--- config.mk ---
export PLATFORM = sky130hd
export DESIGN_NAME = ljfa_mul
export DESIGN_NICKNAME = d
export VERILOG_FILES = /design/src/ljfa_mul.sv
export SDC_FILE = /design/constraint.sdc
export NUM_CORES = 2
export LEC_CHECK = 0
export BUFFER_PORTS_ARGS = -buffer_cell sky130_fd_sc_hd__buf_2
export CAP_MARGIN = 10
export CELL_PAD_IN_SITES_DETAIL_PLACEMENT = 1
export CELL_PAD_IN_SITES_GLOBAL_PLACEMENT = 1
export CORE_MARGIN = 2
export CORE_UTILIZATION = 50
export DETAILED_ROUTE_END_ITERATION = 8
export PLACE_DENSITY_LB_ADDON = 0.1
export SLEW_MARGIN = 20
export SYNTH_ARGS = -nofsm -noshare
export SYNTH_HDL_FRONTEND = slang
export SYNTH_SLANG_ARGS = --single-unit
--- constraint.sdc ---
create_clock -name clk -period 11.6 [get_ports clk]
set_clock_uncertainty 0.2 [all_clocks]
set_input_delay 2.32 -clock clk [delete_from_list [all_inputs] [get_ports clk]]
set_output_delay 2.32 -clock clk [all_outputs]
set_load 0.01 [all_outputs]
--- src/ljfa_mul.sv ---
// ----------------------------------------------------------------------------
// ljfa_mul
// 64 x 64 multiplier built from four registered 32 x 32 partial products.
// ----------------------------------------------------------------------------
module ljfa_mul
(
    input  logic         clk,
    input  logic         rst_n,
    input  logic         start,
    input  logic [63:0]  a,
    input  logic [63:0]  b,
    output logic         done,
    output logic [127:0] prod
);

    logic [63:0]  a_reg;
    logic [63:0]  b_reg;
    logic [2:0]   cnt_reg;
    logic         busy_reg;
    logic         pp_vld_reg;
    logic         done_reg;
    logic [63:0]  pp_reg;
    logic [1:0]   pp_sh_reg;
    logic [127:0] acc_reg;
    logic [31:0]  a_half;
    logic [31:0]  b_half;
    logic [127:0] pp_ext;
    logic [1:0]   pp_sh_next;

    assign a_half     = cnt_reg[1] ? a_reg[63:32] : a_reg[31:0];
    assign b_half     = cnt_reg[0] ? b_reg[63:32] : b_reg[31:0];
    assign pp_sh_next = {1'b0, cnt_reg[1]} + {1'b0, cnt_reg[0]};

    always_comb
    begin
        case (pp_sh_reg)
            2'd0:    pp_ext = {64'd0, pp_reg};
            2'd1:    pp_ext = {32'd0, pp_reg, 32'd0};
            default: pp_ext = {pp_reg, 64'd0};
        endcase
    end

    always_ff @(posedge clk or negedge rst_n)
    begin
        if (!rst_n)
        begin
            busy_reg   <= 1'b0;
            cnt_reg    <= 3'd0;
            pp_vld_reg <= 1'b0;
            done_reg   <= 1'b0;
        end
        else
        begin
            done_reg <= 1'b0;
            if (start)
            begin
                busy_reg   <= 1'b1;
                cnt_reg    <= 3'd0;
                pp_vld_reg <= 1'b0;
            end
            else if (busy_reg)
            begin
                if (!cnt_reg[2])
                begin
                    pp_vld_reg <= 1'b1;
                    cnt_reg    <= cnt_reg + 3'd1;
                end
                else
                begin
                    pp_vld_reg <= 1'b0;
                    busy_reg   <= 1'b0;
                    done_reg   <= 1'b1;
                end
            end
        end
    end

    always_ff @(posedge clk)
    begin
        if (start)
        begin
            a_reg   <= a;
            b_reg   <= b;
            acc_reg <= '0;
        end
        else if (busy_reg)
        begin
            pp_reg    <= a_half * b_half;
            pp_sh_reg <= pp_sh_next;
            if (pp_vld_reg)
            begin
                acc_reg <= acc_reg + pp_ext;
            end
        end
    end

    assign done = done_reg;
    assign prod = acc_reg;

endmodule

==> reports/results.ini <==
[clocking]
clk_latency_ns=0.65
root_buffer=clkbuf_16
cts_tree=yes
cts_buffers=43
cts_buffer_depth=3
h-tree-depth=2
clk_pin_slew_ns=0.07
hold_buffers=0
cts_resized=0
cts.sinks=328
cts_setup_buffers=0

[setup_path]
r2r_end=pp_reg[59]$_DFFE_PP_
worst_path_largest_cell_delay_ns=1.02
cp.arrival_ns=10.21
critPathMaxFanout=30
critPathSlowestCell=mux2i_2
required_ns=11.84
crit_path_end_kind=flop
crit_family=adder cells
startpoint=cnt_reg[1]$_DFFE_PN0P_
crit_end=pp_reg[59]$_DFFE_PP_
reg2reg_from=cnt_reg[1]$_DFFE_PN0P_
cp-start-kind=flop
reg2reg_slack_ns=1.63
worstRegToRegCells=28
critPathKind=reg2reg
cp_num_buf_inv=7
worstSetupPathDepth=28
path_common_cell=fa_1

[finish]
final_cell_area_mm2=0.0577
regArea_mm2=0.00855
synthToLayoutAreaGrowth_pct=8.24
largest_reg_flops=128
layout_common_cells=946 x inv_1, 897 x fa_1, 866 x nand2_1, 773 x nor2_1, 391 x ha_1
fill_cells=12400
final_common_cell=inv_1
multi_input_area_mm2=0.0403
fin_nets=7630
drive_gt1_share_pct=9.30

[synth]
synth_mux_area_share_pct=3.35
synth_seq_cells=328
synth_top_flop_cell=edfxtp_1
ys_types=91
synth_compound_gate_area_share_pct=10.7
synth_enable_flop_cells=194
synth_top_cell_area_share_pct=33.7
yosysSeqAreaShare_pct=16.0
yosysTopAreaCell=fa_1
synth_cells=6108
ys_async_sr_fraction_pct=1.83
synthXorXnorAreaFrac_pct=2.68
yosysWarnings=0
synthSimpleGateAreaFrac_pct=15.6
yosys-top-cells-area=fa_1 34%, edfxtp_1 11%, ha_1 9.2%
synth_fa_ha_area_share_pct=42.8
synth_area_per_cell_um2=8.73
synth_top_family_by_area=adder cells
syn_nets=7527
netlist_area_mm2=0.0533

[detailed_routing]
met3_wirelength_mm=19.4
wire_per_inst_um=27.6
vias_per_cell=5.99
drc=0
met1Wirelength_mm=83.5
dr.pass1.iters=6
wirelength_mm=211
vias=45800
antenna_left=0
top_layer=met5
drtIter0Drc=3614
met2WireLength_mm=94.6

[floorplanning]
die_x_um=331
die_area_mm2=0.109
start_util_pct=50.5
rows=119
chipHeight_um=331
core_mm2=0.106
ios=260

[sta]
setup_viol=0
period_needed_ns=9.97
tightest_slew_ns=1.19
slew_violations=0
tns_ns=0
relSlewSlack_pct=18.7
fin_crit_sh_pct=86.0
rsz0062_at_grt=no
max_freq_ghz=0.100
hold_viol=0

[outcome]
status=completed

[run]
drv_cap=0

[global_route]
gr-total-overflow=0
grt_pass1_vias=49100
grt_use_total_pct=39.0
grt_max_degree=102
grt_antenna_before_repair=3
grt_pass1_wl_mm=313

[placement]
dp_hpwl_mm=168
place.gp.congestion=1.01
portBuffers=259
place_area_mm2=0.0562

[hold_path]
hp-class=reg2reg

per-layer routing:
metal / GRT usage [%] / vias up
li1: - / 19700
met1: 50.2 / 23300
met2: 61.9 / 2191
met5: 0 / -
met4: 20.2 / 4
met3: 8.68 / 566
final cells by class:
type | count | area share [%]
Clock inverter | 31 | 0.689
Multi-Input combinational cell | 4537 | 69.9
Timing Repair Buffer | 353 | 3.49
Inverter | 948 | 6.16
Clock buffer | 49 | 1.94
Tap cell | 1391 | 3.02
Antenna cell | 2 | 0.00867
Sequential cell | 328 | 14.8
kinds of logic after synthesis:
group | after synthesis
xor+xnor | 163
compound gates | 918
buf+inv | 1243
fa+ha+maj | 1288
simple gates | 1998
mux | 170
flops | 328
stage by stage:
| step | worst slack (ns) | util (%) | hold slack (ns) | cells |
|---|---|---|---|---|
| finish | 1.63 | 54.7 | 0.275 | 7639 |
| CTS | 1.72 | 54.7 | 0.277 | 7637 |
| global route | 1.26 | 54.7 | 0.298 | 7637 |
| global placement | 2.02 | 53.2 | 0.253 | 7557 |
| detailed placement | 1.78 | 53.2 | 0.269 | 7557 |
| floorplan | 2.87 | - | 0.285 | 6108 |
cell usage after synthesis (all sizes together), types with 4 or more instances:
master	number
a22o	6
xor2	69
nor3	39
a221oi	9
nor2b	16
a21boi	12
o2111ai	8
a21o	111
buf	34
a31o	6
a211o	7
o21bai	56
o211ai	13
dfxtp	128
and2	80
a221o	4
xnor2	94
fa	897
a31oi	22
edfxtp	194
inv	947
mux2i	104
o211a	4
nand2b	20
a2111oi	5
dfrtp	6
o21ai	221
nand3	54
o31ai	21
or2	11
a21oi	332
nand2	869
or3	16
ha	391
nand4	74
o21a	25
and3	20
mux2	66
nor2	774
clkbuf	261
or4	4
nor4	10
a211oi	21
a311oi	5
worst register-to-register path, delay by kind of cell, from the launching register on:
family	cells	cell delay (ns)
fa+ha+maj	9	4.48
compound gates	9	2.27
mux	1	1.08
flops	1	0.82
buf+inv	7	0.73
simple gates	2	0.21
worst min path at each step:
stage | slack [ns] | depth (start not counted) | to | start
after floorplan | 0.29 | 2 | prod[116]$_SDFFE_PP0P_ | prod[116]$_SDFFE_PP0P_
after global placement | 0.25 | 2 | prod[94]$_SDFFE_PP0P_ | prod[94]$_SDFFE_PP0P_
after detailed placement | 0.27 | 2 | prod[8]$_SDFFE_PP0P_ | prod[8]$_SDFFE_PP0P_
after CTS | 0.28 | 2 | prod[8]$_SDFFE_PP0P_ | prod[8]$_SDFFE_PP0P_
after global routing | 0.30 | 2 | prod[8]$_SDFFE_PP0P_ | prod[8]$_SDFFE_PP0P_
final | 0.28 | 2 | prod[94]$_SDFFE_PP0P_ | prod[94]$_SDFFE_PP0P_
Power is left out: the tool's default activity adds up to more than one toggle a clock period on the data nets, which glitch-free logic cannot reach.
