<file path="src/ljfa_div.sv">
// ----------------------------------------------------------------------------
// ljfa_div
// Restoring divider, 64-bit numerator by 33-bit divisor, one bit a cycle.
// ----------------------------------------------------------------------------
module ljfa_div
(
    input  logic        clk,
    input  logic        rst_n,
    input  logic        start,
    input  logic [63:0] num,
    input  logic [32:0] den,
    output logic        done,
    output logic [63:0] quo
);

    logic [63:0] num_reg;
    logic [32:0] den_reg;
    logic [32:0] rem_reg;
    logic [63:0] q_reg;
    logic [5:0]  cnt_reg;
    logic        busy_reg;
    logic        done_reg;
    logic [33:0] rem_sh;
    logic [33:0] rem_sub;
    logic        ge;

    assign rem_sh  = {rem_reg, num_reg[63]};
    assign ge      = rem_sh >= {1'b0, den_reg};
    assign rem_sub = rem_sh - {1'b0, den_reg};

    always_ff @(posedge clk or negedge rst_n)
    begin
        if (!rst_n)
        begin
            busy_reg <= 1'b0;
            cnt_reg  <= 6'd0;
            done_reg <= 1'b0;
        end
        else
        begin
            done_reg <= 1'b0;
            if (start)
            begin
                busy_reg <= 1'b1;
                cnt_reg  <= 6'd0;
            end
            else if (busy_reg)
            begin
                cnt_reg <= cnt_reg + 6'd1;
                if (cnt_reg == 6'd63)
                begin
                    busy_reg <= 1'b0;
                    done_reg <= 1'b1;
                end
            end
        end
    end

    always_ff @(posedge clk)
    begin
        if (start)
        begin
            num_reg <= num;
            den_reg <= den;
            rem_reg <= '0;
            q_reg   <= '0;
        end
        else if (busy_reg)
        begin
            num_reg <= {num_reg[62:0], 1'b0};
            rem_reg <= ge ? rem_sub[32:0] : rem_sh[32:0];
            q_reg   <= {q_reg[62:0], ge};
        end
    end

    assign done = done_reg;
    assign quo  = q_reg;

endmodule
</file>
<file path="config.mk">
export PLATFORM = sky130hd
export DESIGN_NAME = ljfa_div
export DESIGN_NICKNAME = d
export VERILOG_FILES = /design/src/ljfa_div.sv
export SDC_FILE = /design/constraint.sdc
export NUM_CORES = 1
export LEC_CHECK = 0
export BUFFER_PORTS_ARGS = -buffer_cell sky130_fd_sc_hd__buf_2
export CAP_MARGIN = 20
export CORE_ASPECT_RATIO = 0.5
export CORE_UTILIZATION = 30
export CTS_CLUSTER_SIZE = 20
export DETAILED_ROUTE_END_ITERATION = 8
export GPL_TIMING_DRIVEN = 0
export PLACE_DENSITY = 0.6
export RECOVER_POWER = 25
export SKIP_CTS_REPAIR_TIMING = 1
export SYNTH_ARGS = -nofsm -noshare
export SYNTH_HDL_FRONTEND = slang
export SYNTH_SLANG_ARGS = --single-unit
export TNS_END_PERCENT = 10
</file>
<file path="constraint.sdc">
create_clock -name clk -period 8.5 [get_ports clk]
set_input_delay 1.275 -clock clk [delete_from_list [all_inputs] [get_ports clk]]
set_output_delay 1.275 -clock clk [all_outputs]
set_load 0.02 [all_outputs]
</file>
==> impl_summary.log <==
[metrics] time the worst path needs with I/O delays and setup: 3.96 ns
[metrics] detailed-placement wirelength estimate: 17,800 um
[metrics] portion of synthesized cell area occupied by the leading cell type: 29.4%
[metrics] HP Start: rem_reg[12]
[metrics] buffer depth of the longest clock path: 3
[metrics] register-to-register setup slack: 4.97 ns
[metrics] highest net fanout along the worst path: 34
[metrics] fmax: 0.252 GHz
[metrics] number of top-level pins: 165
[metrics] max_cap viols: 1
[metrics] part of the Yosys area used for sequential elements: 51.1%
[metrics] most used cell along the critical path: sky130_fd_sc_hd__clkbuf_1
[metrics] launching element type of the critical path: primary input
[metrics] pin count of the biggest net entering global routing: 44
[metrics] # clock sinks: 202
[metrics] IR drop worst, VDD: 0.120 mV
[metrics] Post-Syn Area: 9900 um2
[metrics] Crit-path slowest cell: sky130_fd_sc_hd__clkbuf_1
[metrics] capture instance of the worst register-to-register path: rem_reg[24]
[metrics] ranking of synthesized cells by instance count: sky130_fd_sc_hd__nor2_1, sky130_fd_sc_hd__dfxtp_1, sky130_fd_sc_hd__edfxtp_1
[metrics] violated checks: capacitance limit, slew limit
[metrics] fraction of the cycle the final worst path needs: 46.6%
[metrics] WS Path Type: in2reg
[metrics] iteration count of the initial detailed-routing pass: 5
[metrics] Die Area: 33,800 um2
[metrics] worst rel slew slack: -35.6%
[metrics] first-pass GRT wire length: 38,200 um
[metrics] number of enable flip-flop cells after synthesis: 97
[metrics] final antenna-violating net count: 0
[metrics] WHS Endpoint: rem_reg[12]
[metrics] routed wire length: 24,100 um
[metrics] TritonCTS clock tree: yes
[metrics] vias after detailed routing: 7,161
[metrics] area used by multi-input combinational logic: 4390 um2
[metrics] Ys Warns: 0
[metrics] core footprint: 32,100 um2
[metrics] total of fill cells in the finished design: 3,167
[metrics] Clk pin slew, worst setup/hold paths: 0.06 ns
[metrics] die outline width: 259 um
[metrics] area growth from synthesis to final layout: 21.2%
[metrics] insertion delay to the later sink of the worst-skew pair: 0.52 ns
[metrics] Min-Delay Path Class: reg2reg
[metrics] Critical Path AT: 4.35 ns
[metrics] Final Max Slew Viols: 35
[metrics] via count of the first global-routing pass: 7,174
[metrics] clock root buffer master: sky130_fd_sc_hd__clkbuf_16
[metrics] global routing usage summed across all routing layers: 14.2%
[metrics] fraction of final layout cells with drive strength greater than 1: 26.6%
[metrics] 1st-iter DRT viols: 369
[metrics] global route overflow: 0
[metrics] sequence of cells on the critical path: clkbuf_1 -> clkbuf_1 -> buf_6 -> clkbuf_1 -> clkbuf_1 -> nor2_1
[metrics] P per Cell Area: 234 nW/um2
[metrics] critical path endpoint category: flip-flop
[metrics] cell count after synthesis: 870
[metrics] synthesized area per cell: 11.4 um2
[metrics] Post-Syn Nets: 1,005
[metrics] setup repair after global routing missed its margin: false
[metrics] antenna violations before repair: 1
[metrics] slack of the critical path: 4.54 ns
[metrics] combined flip-flop and latch cell area: 5050 um2
[metrics] clock buffers created by TritonCTS: 22
[metrics] post-route clock skew: 0.0132 ns
[metrics] cell type with the highest aggregate area in the netlist: sky130_fd_sc_hd__edfxtp_1
[metrics] most frequent cell after synthesis: sky130_fd_sc_hd__nor2_1
[metrics] flip-flop and latch count after synthesis: 202
[metrics] setup tns final: 0 ns
[metrics] CTS H-Tree Depth: 1
[metrics] number of unique standard cell types used by synthesis: 80
[metrics] data required time of the critical path: 8.88 ns
[metrics] biggest cell delay along the critical path: 1.43 ns
[metrics] drt via density: 4.75
[metrics] height of the die: 130 um
[metrics] std cell rows: 46
[metrics] primary flip-flop cell chosen by synthesis mapping: sky130_fd_sc_hd__edfxtp_1
[metrics] measured slew at the worst slew-check pin: 2.03 ns
[metrics] WHS Path Cells: 2
[metrics] Port Buf Inserts: 164
[metrics] Reg-to-Reg Start: num_reg[63]
[metrics] cell types with the largest area share after synthesis: sky130_fd_sc_hd__edfxtp_1, sky130_fd_sc_hd__dfxtp_1, sky130_fd_sc_hd__mux2i_1
[metrics] Final setup violation count: 0
[metrics] number of hold violations in the final report: 0
[metrics] Async S/R FF share, synth: 3.96%
[metrics] Nets: 1,194
[metrics] setup slack after placement: 4.75 ns
[metrics] average routed wire per standard cell: 16.0 um
[metrics] result of the run: finished, violations left
[metrics] cell area reported after detailed placement: 11,300 um2
[metrics] routability cong.: 0.917
[metrics] count of unresolved DRC violations after routing: 0
[metrics] Design Area, Final: 12,000 um2
[metrics] worst hold margin: 0.505 ns
[metrics] number of cells on the worst reg-to-reg path: 13
[metrics] effective utilization at floorplan: 30.9%
[metrics] leakage dissipation: 5.50 nW
kinds of logic after synthesis:
logic type | count (synthesis) | synth area share (%)
flops | 202 | 51.1
xor+xnor | 29 | 2.57
mux | 151 | 16.1
buf+inv | 90 | 4.55
fa+ha+maj | 35 | 4.50
compound gates | 143 | 11.2
simple gates | 220 | 10.0
power breakdown:
part / switching [mW] / internal (mW) / leakage [nW]
sequential: 0.0479 / 1.11 / 1.89
combinational: 0.361 / 0.304 / 3.25
clock: 0.391 / 0.592 / 0.360
placed cells by master (no fill, tap or decap), types with 7 or more instances in the layout:
cell | synthesis | final
sky130_fd_sc_hd__a211oi_1 | 23 | 23
sky130_fd_sc_hd__nor2_1 | 121 | 121
sky130_fd_sc_hd__clkbuf_16 | 0 | 22
sky130_fd_sc_hd__nand3_1 | 13 | 13
sky130_fd_sc_hd__o21ai_0 | 21 | 21
sky130_fd_sc_hd__inv_1 | 42 | 41
sky130_fd_sc_hd__clkbuf_1 | 27 | 54
sky130_fd_sc_hd__a21oi_1 | 25 | 25
sky130_fd_sc_hd__a21o_1 | 10 | 10
sky130_fd_sc_hd__buf_2 | 2 | 145
sky130_fd_sc_hd__dfrtp_1 | 8 | 8
sky130_fd_sc_hd__mux2i_1 | 86 | 86
sky130_fd_sc_hd__dfxtp_1 | 97 | 97
sky130_fd_sc_hd__nor3_1 | 8 | 8
sky130_fd_sc_hd__edfxtp_1 | 97 | 97
sky130_fd_sc_hd__o21a_1 | 7 | 7
sky130_fd_sc_hd__xor2_1 | 11 | 11
sky130_fd_sc_hd__xnor2_1 | 18 | 18
sky130_fd_sc_hd__mux2_2 | 65 | 65
sky130_fd_sc_hd__ha_1 | 34 | 34
sky130_fd_sc_hd__nand2_1 | 32 | 32
final cells by class:
cell class | count | area share [%]
tap | 432 | 4.51
antenna | 1 | 0.0209
clock inverter | 8 | 1.06
sequential | 202 | 42.1
buffer | 48 | 2.44
clock buffer | 32 | 5.09
multi-input combinational | 578 | 36.6
timing repair buffer | 165 | 6.79
inverter | 42 | 1.31
metal layers:
layer / track usage [%] / wire [um]
met1: 17.6 / 10800
met5: 0 / 0
met3: 2.49 / 664
met2: 25.2 / 12000
met4: 4.77 / 743
critical path: cells and delay by family:
kind,cells,cell delay [ns]
buf+inv,5,2.94
simple gates,1,0.11
per-stage QoR:
step / utilization [%] / power [mW] / cells
2_1_floorplan: - / 1.68 / 870
3_3_place_gp: 35.1 / 1.83 / 1466
3_5_place_dp: 35.2 / 1.84 / 1467
4_1_cts: 37.5 / 2.84 / 1507
5_1_grt: 37.4 / 2.96 / 1508
6_report: 37.4 / 2.81 / 1508
worst max-delay path by stage:
stage,startpoint,depth (start not counted),end
finish,start,6,quo[17]
global route,start,6,quo[16]
CTS,num_reg[63],13,rem_reg[24]
detailed placement,start,6,quo[13]
global placement,start,4,num_reg[32]
floorplan,start,3,num_reg[0]
Note: power is estimated with default switching activity, not from simulation.
